File: src/sorted_array_priority_queue_macros.svh
// Assertion macros for the sorted array priority queue.
`ifndef SORTED_ARRAY_PRIORITY_QUEUE_MACROS_SVH
`define SORTED_ARRAY_PRIORITY_QUEUE_MACROS_SVH

`ifndef SYNTHESIS
// same-cycle implication, checked outside reset
`define SPQ_ASSERT_NOW(label, clk, rst_n, ante, cons, msg) \
  label: assert property (@(posedge clk) disable iff (!rst_n) (ante) |-> (cons)) \
    else $error(msg);
// next-cycle implication, checked outside reset
`define SPQ_ASSERT_NEXT(label, clk, rst_n, ante, cons, msg) \
  label: assert property (@(posedge clk) disable iff (!rst_n) (ante) |=> (cons)) \
    else $error(msg);
`else
`define SPQ_ASSERT_NOW(label, clk, rst_n, ante, cons, msg)
`define SPQ_ASSERT_NEXT(label, clk, rst_n, ante, cons, msg)
`endif

`endif

File: src/spq_pkg.sv
// Shared types, codes and helpers of the sorted array priority queue.
`timescale 1ns / 1ps

package spq_pkg;

  localparam int DEPTH_DFLT = 16;
  localparam int KEY_W      = 32;
  localparam int PAYLOAD_W  = 16;
  localparam int STATUS_W   = 2;

  localparam logic CMD_INSERT = 1'b0;
  localparam logic CMD_REMOVE = 1'b1;

  localparam logic ORDER_MAX_FIRST = 1'b0;

  typedef enum logic [STATUS_W-1:0] {
    ST_DONE  = 2'd0,
    ST_FULL  = 2'd1,
    ST_EMPTY = 2'd2
  } status_t;

  typedef struct packed {
    logic [KEY_W-1:0]     key;
    logic [PAYLOAD_W-1:0] payload;
  } entry_t;

  // broadcast to every cell
  typedef struct packed {
    logic   ins_en;
    logic   rem_en;
    logic   order_mode;
    entry_t entry;
  } cell_ctrl_t;

  // true when key a is served before key b
  function automatic logic goes_ahead(input logic order_mode,
                                      input logic [KEY_W-1:0] a,
                                      input logic [KEY_W-1:0] b);
    logic res;
    if (order_mode == ORDER_MAX_FIRST) res = (a > b);
    else res = (a < b);
    return res;
  endfunction

endpackage

File: src/spq_cell.sv
// One slot of the sorted queue: holds an entry, compares, shifts with neighbors.
`timescale 1ns / 1ps

module spq_cell (
  input  logic                clk,
  input  spq_pkg::cell_ctrl_t ctrl,
  input  logic                occ,        // slot holds a live entry
  input  logic                at_tail,    // slot is the first free one
  input  logic                shift,      // slot moves its entry back
  input  logic                prev_shift, // slot ahead moves its entry back
  input  spq_pkg::entry_t     prev_ent,
  input  spq_pkg::entry_t     next_ent,
  output logic                beats,      // new key goes ahead of the held one
  output spq_pkg::entry_t     ent
);

  spq_pkg::entry_t ent_r;
  spq_pkg::entry_t ent_nxt;

  assign beats = occ && spq_pkg::goes_ahead(ctrl.order_mode, ctrl.entry.key, ent_r.key);
  assign ent   = ent_r;

  always_comb begin
    ent_nxt = ent_r;
    if (ctrl.ins_en) begin
      if (prev_shift) ent_nxt = prev_ent;
      else if (shift || at_tail) ent_nxt = ctrl.entry;
    end else if (ctrl.rem_en) begin
      ent_nxt = next_ent;
    end
  end

  always_ff @(posedge clk) begin
    ent_r <= ent_nxt;
  end

endmodule

File: src/sorted_array_priority_queue.sv
// Top level of the sorted array priority queue: cell row, count and handshakes.
`timescale 1ns / 1ps

// Bounded priority queue of DEPTH entries (32-bit key, 16-bit payload),
// kept sorted in a row of cells with the head in cell 0. Every cell
// compares the incoming key with its own in parallel; an insert moves the
// unbroken run of entries at the tail that the new key beats back one cell
// and drops the new entry into the gap, behind any equal keys, so equal
// keys leave in arrival order. A remove returns cell 0 and moves every
// entry forward one cell. Each transfer on the in_ channel yields exactly
// one registered transfer on the out_ channel: status (done, insert
// dropped because full, remove on empty), the removed key and payload
// (zero otherwise) and the fill count afterwards. One item per clock is
// taken while the result register is empty or being drained; the cycle is
// set by one 32-bit compare per cell, a run of ANDs back from the tail
// across the row and the neighbor select. cfg_data bit picks the order:
// 0 largest key first, 1 smallest key first. Write it only while the queue
// channel is quiet; entries already held keep their places. Reset empties
// the queue and selects largest first.

`include "sorted_array_priority_queue_macros.svh"

module sorted_array_priority_queue #(
  parameter int DEPTH = spq_pkg::DEPTH_DFLT,
  localparam int CNT_W = $clog2(DEPTH + 1)
) (
  input  logic                          clk,
  input  logic                          rst_n,
  input  logic                          in_valid,
  output logic                          in_ready,
  input  logic                          in_cmd,
  input  logic [spq_pkg::KEY_W-1:0]     in_key,
  input  logic [spq_pkg::PAYLOAD_W-1:0] in_payload,
  output logic                          out_valid,
  input  logic                          out_ready,
  output logic [spq_pkg::STATUS_W-1:0]  out_status,
  output logic [spq_pkg::KEY_W-1:0]     out_head_key,
  output logic [spq_pkg::PAYLOAD_W-1:0] out_head_payload,
  output logic [CNT_W-1:0]              out_fill_count,
  input  logic                          cfg_valid,
  output logic                          cfg_ready,
  input  logic                          cfg_data
);

  localparam logic [CNT_W-1:0] FULL_CNT = CNT_W'(DEPTH);

  logic             order_mode_r;
  logic [CNT_W-1:0] count_r;
  logic [CNT_W-1:0] count_nxt;
  logic             out_valid_r;
  spq_pkg::status_t status_r;
  spq_pkg::status_t status_nxt;
  spq_pkg::entry_t  head_r;
  spq_pkg::entry_t  head_nxt;

  logic in_fire;
  logic is_full;
  logic is_empty;
  spq_pkg::cell_ctrl_t ctrl;

  // neighbor links of the cell row
  logic            beats_w [DEPTH];
  logic            shift_w [DEPTH];
  spq_pkg::entry_t ent_w   [DEPTH];

  assign cfg_ready = 1'b1;
  assign in_ready  = !out_valid_r || out_ready;
  assign in_fire   = in_valid && in_ready;
  assign is_full   = (count_r == FULL_CNT);
  assign is_empty  = (count_r == '0);

  assign ctrl.ins_en     = in_fire && (in_cmd == spq_pkg::CMD_INSERT) && !is_full;
  assign ctrl.rem_en     = in_fire && (in_cmd == spq_pkg::CMD_REMOVE) && !is_empty;
  assign ctrl.order_mode = order_mode_r;
  assign ctrl.entry      = '{key: in_key, payload: in_payload};

  // a cell moves back only while every live cell behind it is beaten too;
  // the first entry the new key does not beat stops the run
  always_comb begin : shift_select
    logic tail_run;
    tail_run = 1'b1;
    for (int j = DEPTH - 1; j >= 0; j--) begin
      if (count_r > CNT_W'(j)) tail_run = tail_run && beats_w[j];
      shift_w[j] = tail_run && (count_r > CNT_W'(j));
    end
  end

  for (genvar i = 0; i < DEPTH; i++) begin : g_cell
    spq_cell u_cell (
      .clk        (clk),
      .ctrl       (ctrl),
      .occ        (count_r > CNT_W'(i)),
      .at_tail    (count_r == CNT_W'(i)),
      .shift      (shift_w[i]),
      .prev_shift ((i == 0) ? 1'b0 : shift_w[(i == 0) ? 0 : i - 1]),
      .prev_ent   (ent_w[(i == 0) ? 0 : i - 1]),
      .next_ent   ((i == DEPTH - 1) ? '0 : ent_w[(i == DEPTH - 1) ? i : i + 1]),
      .beats      (beats_w[i]),
      .ent        (ent_w[i])
    );
  end

  // result and count for the item taken this cycle
  always_comb begin
    count_nxt  = count_r;
    status_nxt = spq_pkg::ST_DONE;
    head_nxt   = '0;
    if (in_cmd == spq_pkg::CMD_INSERT) begin
      if (is_full) status_nxt = spq_pkg::ST_FULL;
      else count_nxt = count_r + CNT_W'(1);
    end else begin
      if (is_empty) begin
        status_nxt = spq_pkg::ST_EMPTY;
      end else begin
        head_nxt  = ent_w[0];
        count_nxt = count_r - CNT_W'(1);
      end
    end
  end

  always_ff @(posedge clk) begin
    if (!rst_n) begin
      order_mode_r <= spq_pkg::ORDER_MAX_FIRST;
      count_r      <= '0;
      out_valid_r  <= 1'b0;
    end else begin
      if (cfg_valid && cfg_ready) order_mode_r <= cfg_data;
      if (in_fire) begin
        count_r     <= count_nxt;
        out_valid_r <= 1'b1;
      end else if (out_ready) begin
        out_valid_r <= 1'b0;
      end
    end
  end

  // result register, payload only
  always_ff @(posedge clk) begin
    if (in_fire) begin
      status_r <= status_nxt;
      head_r   <= head_nxt;
    end
  end

  assign out_valid        = out_valid_r;
  assign out_status       = status_r;
  assign out_head_key     = head_r.key;
  assign out_head_payload = head_r.payload;
  assign out_fill_count   = count_r;

  `SPQ_ASSERT_NOW(a_count_bound, clk, rst_n, 1'b1, count_r <= FULL_CNT, "fill count past depth")
  `SPQ_ASSERT_NEXT(a_full_drop, clk, rst_n, in_fire && (in_cmd == spq_pkg::CMD_INSERT) && is_full, (status_r == spq_pkg::ST_FULL) && (count_r == $past(count_r)), "full insert not dropped")
  `SPQ_ASSERT_NEXT(a_remove_count, clk, rst_n, ctrl.rem_en, (count_r == $past(count_r) - CNT_W'(1)) && (status_r == spq_pkg::ST_DONE), "remove did not shrink queue")
  `SPQ_ASSERT_NEXT(a_empty_zero, clk, rst_n, in_fire && (in_cmd == spq_pkg::CMD_REMOVE) && is_empty, (status_r == spq_pkg::ST_EMPTY) && (head_r == '0), "empty remove result wrong")

endmodule
File: config.mk
export PLATFORM = sky130hd
export DESIGN_NAME = sorted_array_priority_queue
export DESIGN_NICKNAME = d
export VERILOG_FILES = /design/src/spq_pkg.sv /design/src/spq_cell.sv /design/src/sorted_array_priority_queue.sv
export VERILOG_INCLUDE_DIRS = /design/src /design/src/src
export SDC_FILE = /design/constraint.sdc
export NUM_CORES = 2
export LEC_CHECK = 0
export BUFFER_PORTS_ARGS = -buffer_cell sky130_fd_sc_hd__buf_4
export CORE_MARGIN = 2
export CORE_UTILIZATION = 30
export CTS_CLUSTER_DIAMETER = 40
export CTS_CLUSTER_SIZE = 8
export DETAILED_ROUTE_END_ITERATION = 10
export RECOVER_POWER = 100
export SYNTH_ARGS = -nofsm -noshare
export SYNTH_HDL_FRONTEND = slang
export SYNTH_HIERARCHICAL = 1
export SYNTH_SLANG_ARGS = --single-unit
File: constraint.sdc
create_clock -name clk -period 11.3 [get_ports clk]
set_input_delay 0.565 -clock clk [delete_from_list [all_inputs] [get_ports clk]]
set_output_delay 0.565 -clock clk [all_outputs]
set_load 0.005 [all_outputs]
After elaboration in Yosys (flattened, before gate mapping)
Index checks and enable logic that the tools add are counted.

word-level totals
  output and inout port bits = 58
  input bits = 55
  word-level logic and storage cells = 319
  bits in registers = 825

cells by class
  mux-type cells = 103
  magnitude comparators = 48
  bitwise logic cells = 1
  reduce and logical (&&, ||, !) cells = 93
  equality and inequality tests = 34
  add/sub/neg operators = 2

operators by type and width
  kind                                                                   number
  48-bit two-way mux                                                     63
  32-bit > comparator                                                    16
  32-bit < comparator                                                    16
  1-bit logical AND                                                      52
  3-bit by 1-bit != test with 1-bit output (second input constant)       15
  5-bit by 4-bit == test with 1-bit output (second input constant)       8
  5-bit by 4-bit > comparator with 1-bit output (second input constant)  8
  1-bit two-way mux                                                      35
  2-bit AND reduction                                                    16
  5-bit by 3-bit == test with 1-bit output (second input constant)       4
  5-bit by 3-bit > comparator with 1-bit output (second input constant)  4
  1-bit logical OR                                                       17
  5-bit two-way mux                                                      3
  5-bit by 2-bit == test with 1-bit output (second input constant)       2
  5-bit by 1-bit > comparator with 1-bit output (second input constant)  2
  5-bit by 2-bit > comparator with 1-bit output (second input constant)  2
  5-bit by 1-bit adder with 5-bit output (second input constant)         1
  5-bit by 1-bit == test with 1-bit output (second input constant)       1
  5-bit == test (second input constant)                                  1
  5-bit zero test                                                        1
  5-bit by 1-bit subtractor with 5-bit output (second input constant)    1
  2-bit two-way mux                                                      2
  2-bit != test (second input constant)                                  2
  2-bit nonzero test                                                     2
  5 further kinds                                                        7

Longest topological paths before layout
  depth in word-level cells = 38
  mapped depth = 18
  mapped depth without buffers = 14

By module
The synthesis kept the hierarchy.

modules (own cells, without submodules)
  module                       seq. area each (sq um)  cells an instance  instances  area an instance (sq um)
  spq_cell                     1,441.4                 326                16         3,250.6
  sorted_array_priority_queue  1,641.6                 277                1          2,955.3

Least setup slack after synthesis
OpenSTA, ideal clock, no wires.

  path kind = in2reg
  from = in in_key[18] in the netlist's numbering
  to = reg g_cell[2].u_cell.ent_r, in the netlist g_cell[2].u_cell/ent[0], enable pin
  setup time = 470 ps
  stages on the path = 16
  path buffers = 3
  path slack = 4,690 ps
  arrival = 6,141 ps
  data required time = 10,830 ps
  cells stage by stage = ha_1 > and3_1 > a221o_1 > a221oi_2 > o211ai_1 > a21oi_2 > mux2i_1 > nor2b_1 > a311oi_2 > o221ai_2 > nor4_1 > clkbuf_1 > buf_2 > buf_2 > nor3_1 > a21oi_1

RTL lines
  item                  RTL line                           RTL
  from (decl)           sorted_array_priority_queue.sv:32  input logic [spq_pkg::KEY_W-1:0] in_key,
  to (signal assigned)  spq_cell.sv:34                     ent_r <= ent_nxt;
  to (decl)             spq_cell.sv:17                     spq_pkg::entry_t ent_r;

==> qor.txt <==
Crit-path max cell delay: 2020 ps
Synth cell types: 56
Worst-Margin Slew: 3910 ps
Max-slew violations: 446
Final setup vio count: 0
RSZ-0062 raised after global routing: no
Post-placement worst setup slack: 5270 ps
Commonest non-fill, non-tap cell in the layout: a21oi_1
Status: finished, violations left
Largest net degree at the start of global routing: 280
Drt total wl: 142000 um
CP max FO: 50
Power, Total: 9.76 mW
Synth Instances: 5493
Worst Slack Setup Final: 3470 ps
Comb pwr share: 17.1%
Post-CTS Setup Bufs: 0
Die height: 432 um
Via count: 40279
Fin nets: 6132
Power density cells: 156 nW/um^2
Area grow syn2layout: 14.1%
Net Sw Power: 2.79 mW
Routed wire per std cell: 17.7 um
Die area: 187000 um^2
# port buffers: 111
TritonCTS clock tree: yes
Vias per std cell: 5.01
Crit path capture type: flip-flop
Post-DP HPWL: 102000 um
CTS H-tree lvls: 4
Final period util: 69.3%
Syn_area_per_cell: 10.0 um^2
Post-route minimum period: 7830 ps
Clk buf depth: 3
Clock power frac: 41.4%
Vias in the first global route: 40102
Total GRT Usage: 15.0%
CTS Root Cell: clkbuf_16
Number of synthesis warnings: 6
Remaining Overflow, GRT: 0
Seq cells post-synth: 825
Cell Area, Synth: 55000 um^2
ANT nets after route: 0
Post-route DRC: 0
Critical Path Start Type: flip-flop
Sink Count: 825
Leak Pwr: 24.6 nW
Post-synth EDFFs: 818
# rows: 157
Num ports: 113
Primary FF master, synth: edfxtp_1
WP data required: 11590 ps
Final Core Density: 34.4%
Seq pwr share: 41.6%
CTS Buf Count: 146
Most frequent cells in the layout: 939 x a21oi_1, 848 x nor2_1, 818 x edfxtp_1
Seq/Total Area, Yosys: 44.9%
FFs w/ async S/R, synth: 0%
Clock Pin Slew Worst Setup and Hold Paths: 50 ps
Worst Skew: 27.5 ps
Initial DRC count: 3025
Sw Share: 28.6%
Fin Setup TNS: 0 ps
Max_cap viols: 10
Cell Int Power: 6.97 mW
Register area: 24700 um^2
DIE WIDTH: 432 um
Share of cells above drive strength 1: 7.35%
Final Hold Fails: 0
Rel. slew slack: -161%
Global placer's final weighted congestion: 0.873
Crit path DAT: 8130 ps
Max VDD drop: 0.155 mV
Slowest-stage cell, CP: clkbuf_1
Cts hold-fix bufs: 0
Multi-input gate area: 27300 um^2
DRT Pass-1 Iters: 5
First-pass GRT wire length: 225000 um
Hold Path Class: in -> reg
Setup CP Type: reg -> reg
Initial Utilization: 30.1%
Fmax: 128 MHz
Initial antenna violation count: 11
Failing checks: capacitance limit, slew limit
Core Region: 182000 um^2
CP dominant cell by count: clkbuf_1
Reg2reg path depth: 15
Worst skew pair latency: 760 ps
Post_cts resized: 0
Fill cells: 18376
Crit-path cells: clkbuf_1 > inv_1 > ha_1 > o31ai_1 > nand3b_1 > mux2i_1 > inv_1 > a21boi_0 > o211ai_1 > clkbuf_1 > nor4_1 > buf_4 > nor3_1 > a21oi_4 > clkbuf_1
Worst Hold Depth: 3
metrics by stage:
stage / cell area, um^2 / hold slack (ps) / std cells
6_report: 62700 / 60.0 / 8035
5_1_grt: 62700 / 50.2 / 8035
4_1_cts: 62900 / 7.47 / 8034
3_5_place_dp: 58500 / 495 / 7797
3_3_place_gp: 58500 / 486 / 7797
2_1_floorplan: 55100 / 538 / 5541
power groups by stage:
| stage | sequential (mW) | combinational [mW] | clock (mW) |
|---|---|---|---|
| global placement | 4.09 | 1.60 | 0 |
| detailed placement | 4.10 | 1.67 | 0 |
| floorplan | 4.02 | 1.16 | 0 |
| CTS | 4.05 | 1.68 | 4.13 |
| global route | 4.10 | 1.88 | 4.26 |
| finish | 4.06 | 1.66 | 4.04 |
logic make-up (layout without fill, tap and decap cells):
kind of cell	after synthesis	count (layout)	share of synthesized area [%]
mux	787	787	14.3
compound gates	1190	1190	12.3
simple gates	1332	1332	10.7
xor+xnor	3	3	0.0478
flops	825	825	44.9
fa+ha+maj	517	517	11.8
other cells	2	51	0.0137
buf+inv	837	945	5.92
state kept, by name, indices dropped and copies added, names as in the netlist:
name	count
out_fill_count	5
out_status	2
g_cell.u_cell/ent	768
out_head_key	32
order_mode_r	1
out_head_payload	16
out_valid	1
Yosys cell counts (all sizes together), types with 4 or more instances:
cell      n  area [um^2]
o21a      4         30.0
or3       4         30.0
clkbuf  189          709
nor2    849         3190
nand2   129          484
and3     69          432
inv     544         2040
nand4    50          313
mux2i   786         7870
a21o     53          418
a21oi   967         4900
dfxtp     7          140
and4     32          280
ha      517         6470
a221oi   16          240
nor2b    18          113
nand2b    6         37.5
o21ai    57          285
buf     104          503
a221o    48          480
edfxtp  818        24600
nor3     23          115
o211ai   18          140
nand3    83          415
a211o    16          140
and2     19          119
nor4     26          169
nand3b   17          128
worst paths after layout:
path,startpoint,end,slack [ps]
worst max-delay path,out_fill_count[1],g_cell[2].u_cell/ent[4],3470
worst min-delay path,cfg_data,order_mode_r,60
worst max register to register,out_fill_count[1],g_cell[2].u_cell/ent[4],3470
worst min register to register,order_mode_r,order_mode_r,500
critical path: cells and delay by family (launching register included):
kind / cells / cell delay (ps)
adders and majority gates: 1 / 410
buffers and inverters: 6 / 4410
and+or+nand+nor: 3 / 790
AOI/OAI and AO/OA: 4 / 1150
DFF: 1 / 300
muxes: 1 / 200
cell type report:
type	count	share of cell area (%)
multi-input combinational	3879	43.6
sequential	825	39.4
clock buffer	167	6.12
tap	2385	4.76
inverter	544	3.26
timing repair buffer	164	1.90
clock inverter	70	0.946
antenna	1	0.00399
routing by layer:
layer | GRT usage [%] | wire length, um
met2 | 22.0 | 59700
met3 | 2.36 | 7750
met5 | 0 | 114
met4 | 5.75 | 4490
met1 | 21.9 | 70200
Note: power is estimated with default switching activity, not from simulation.
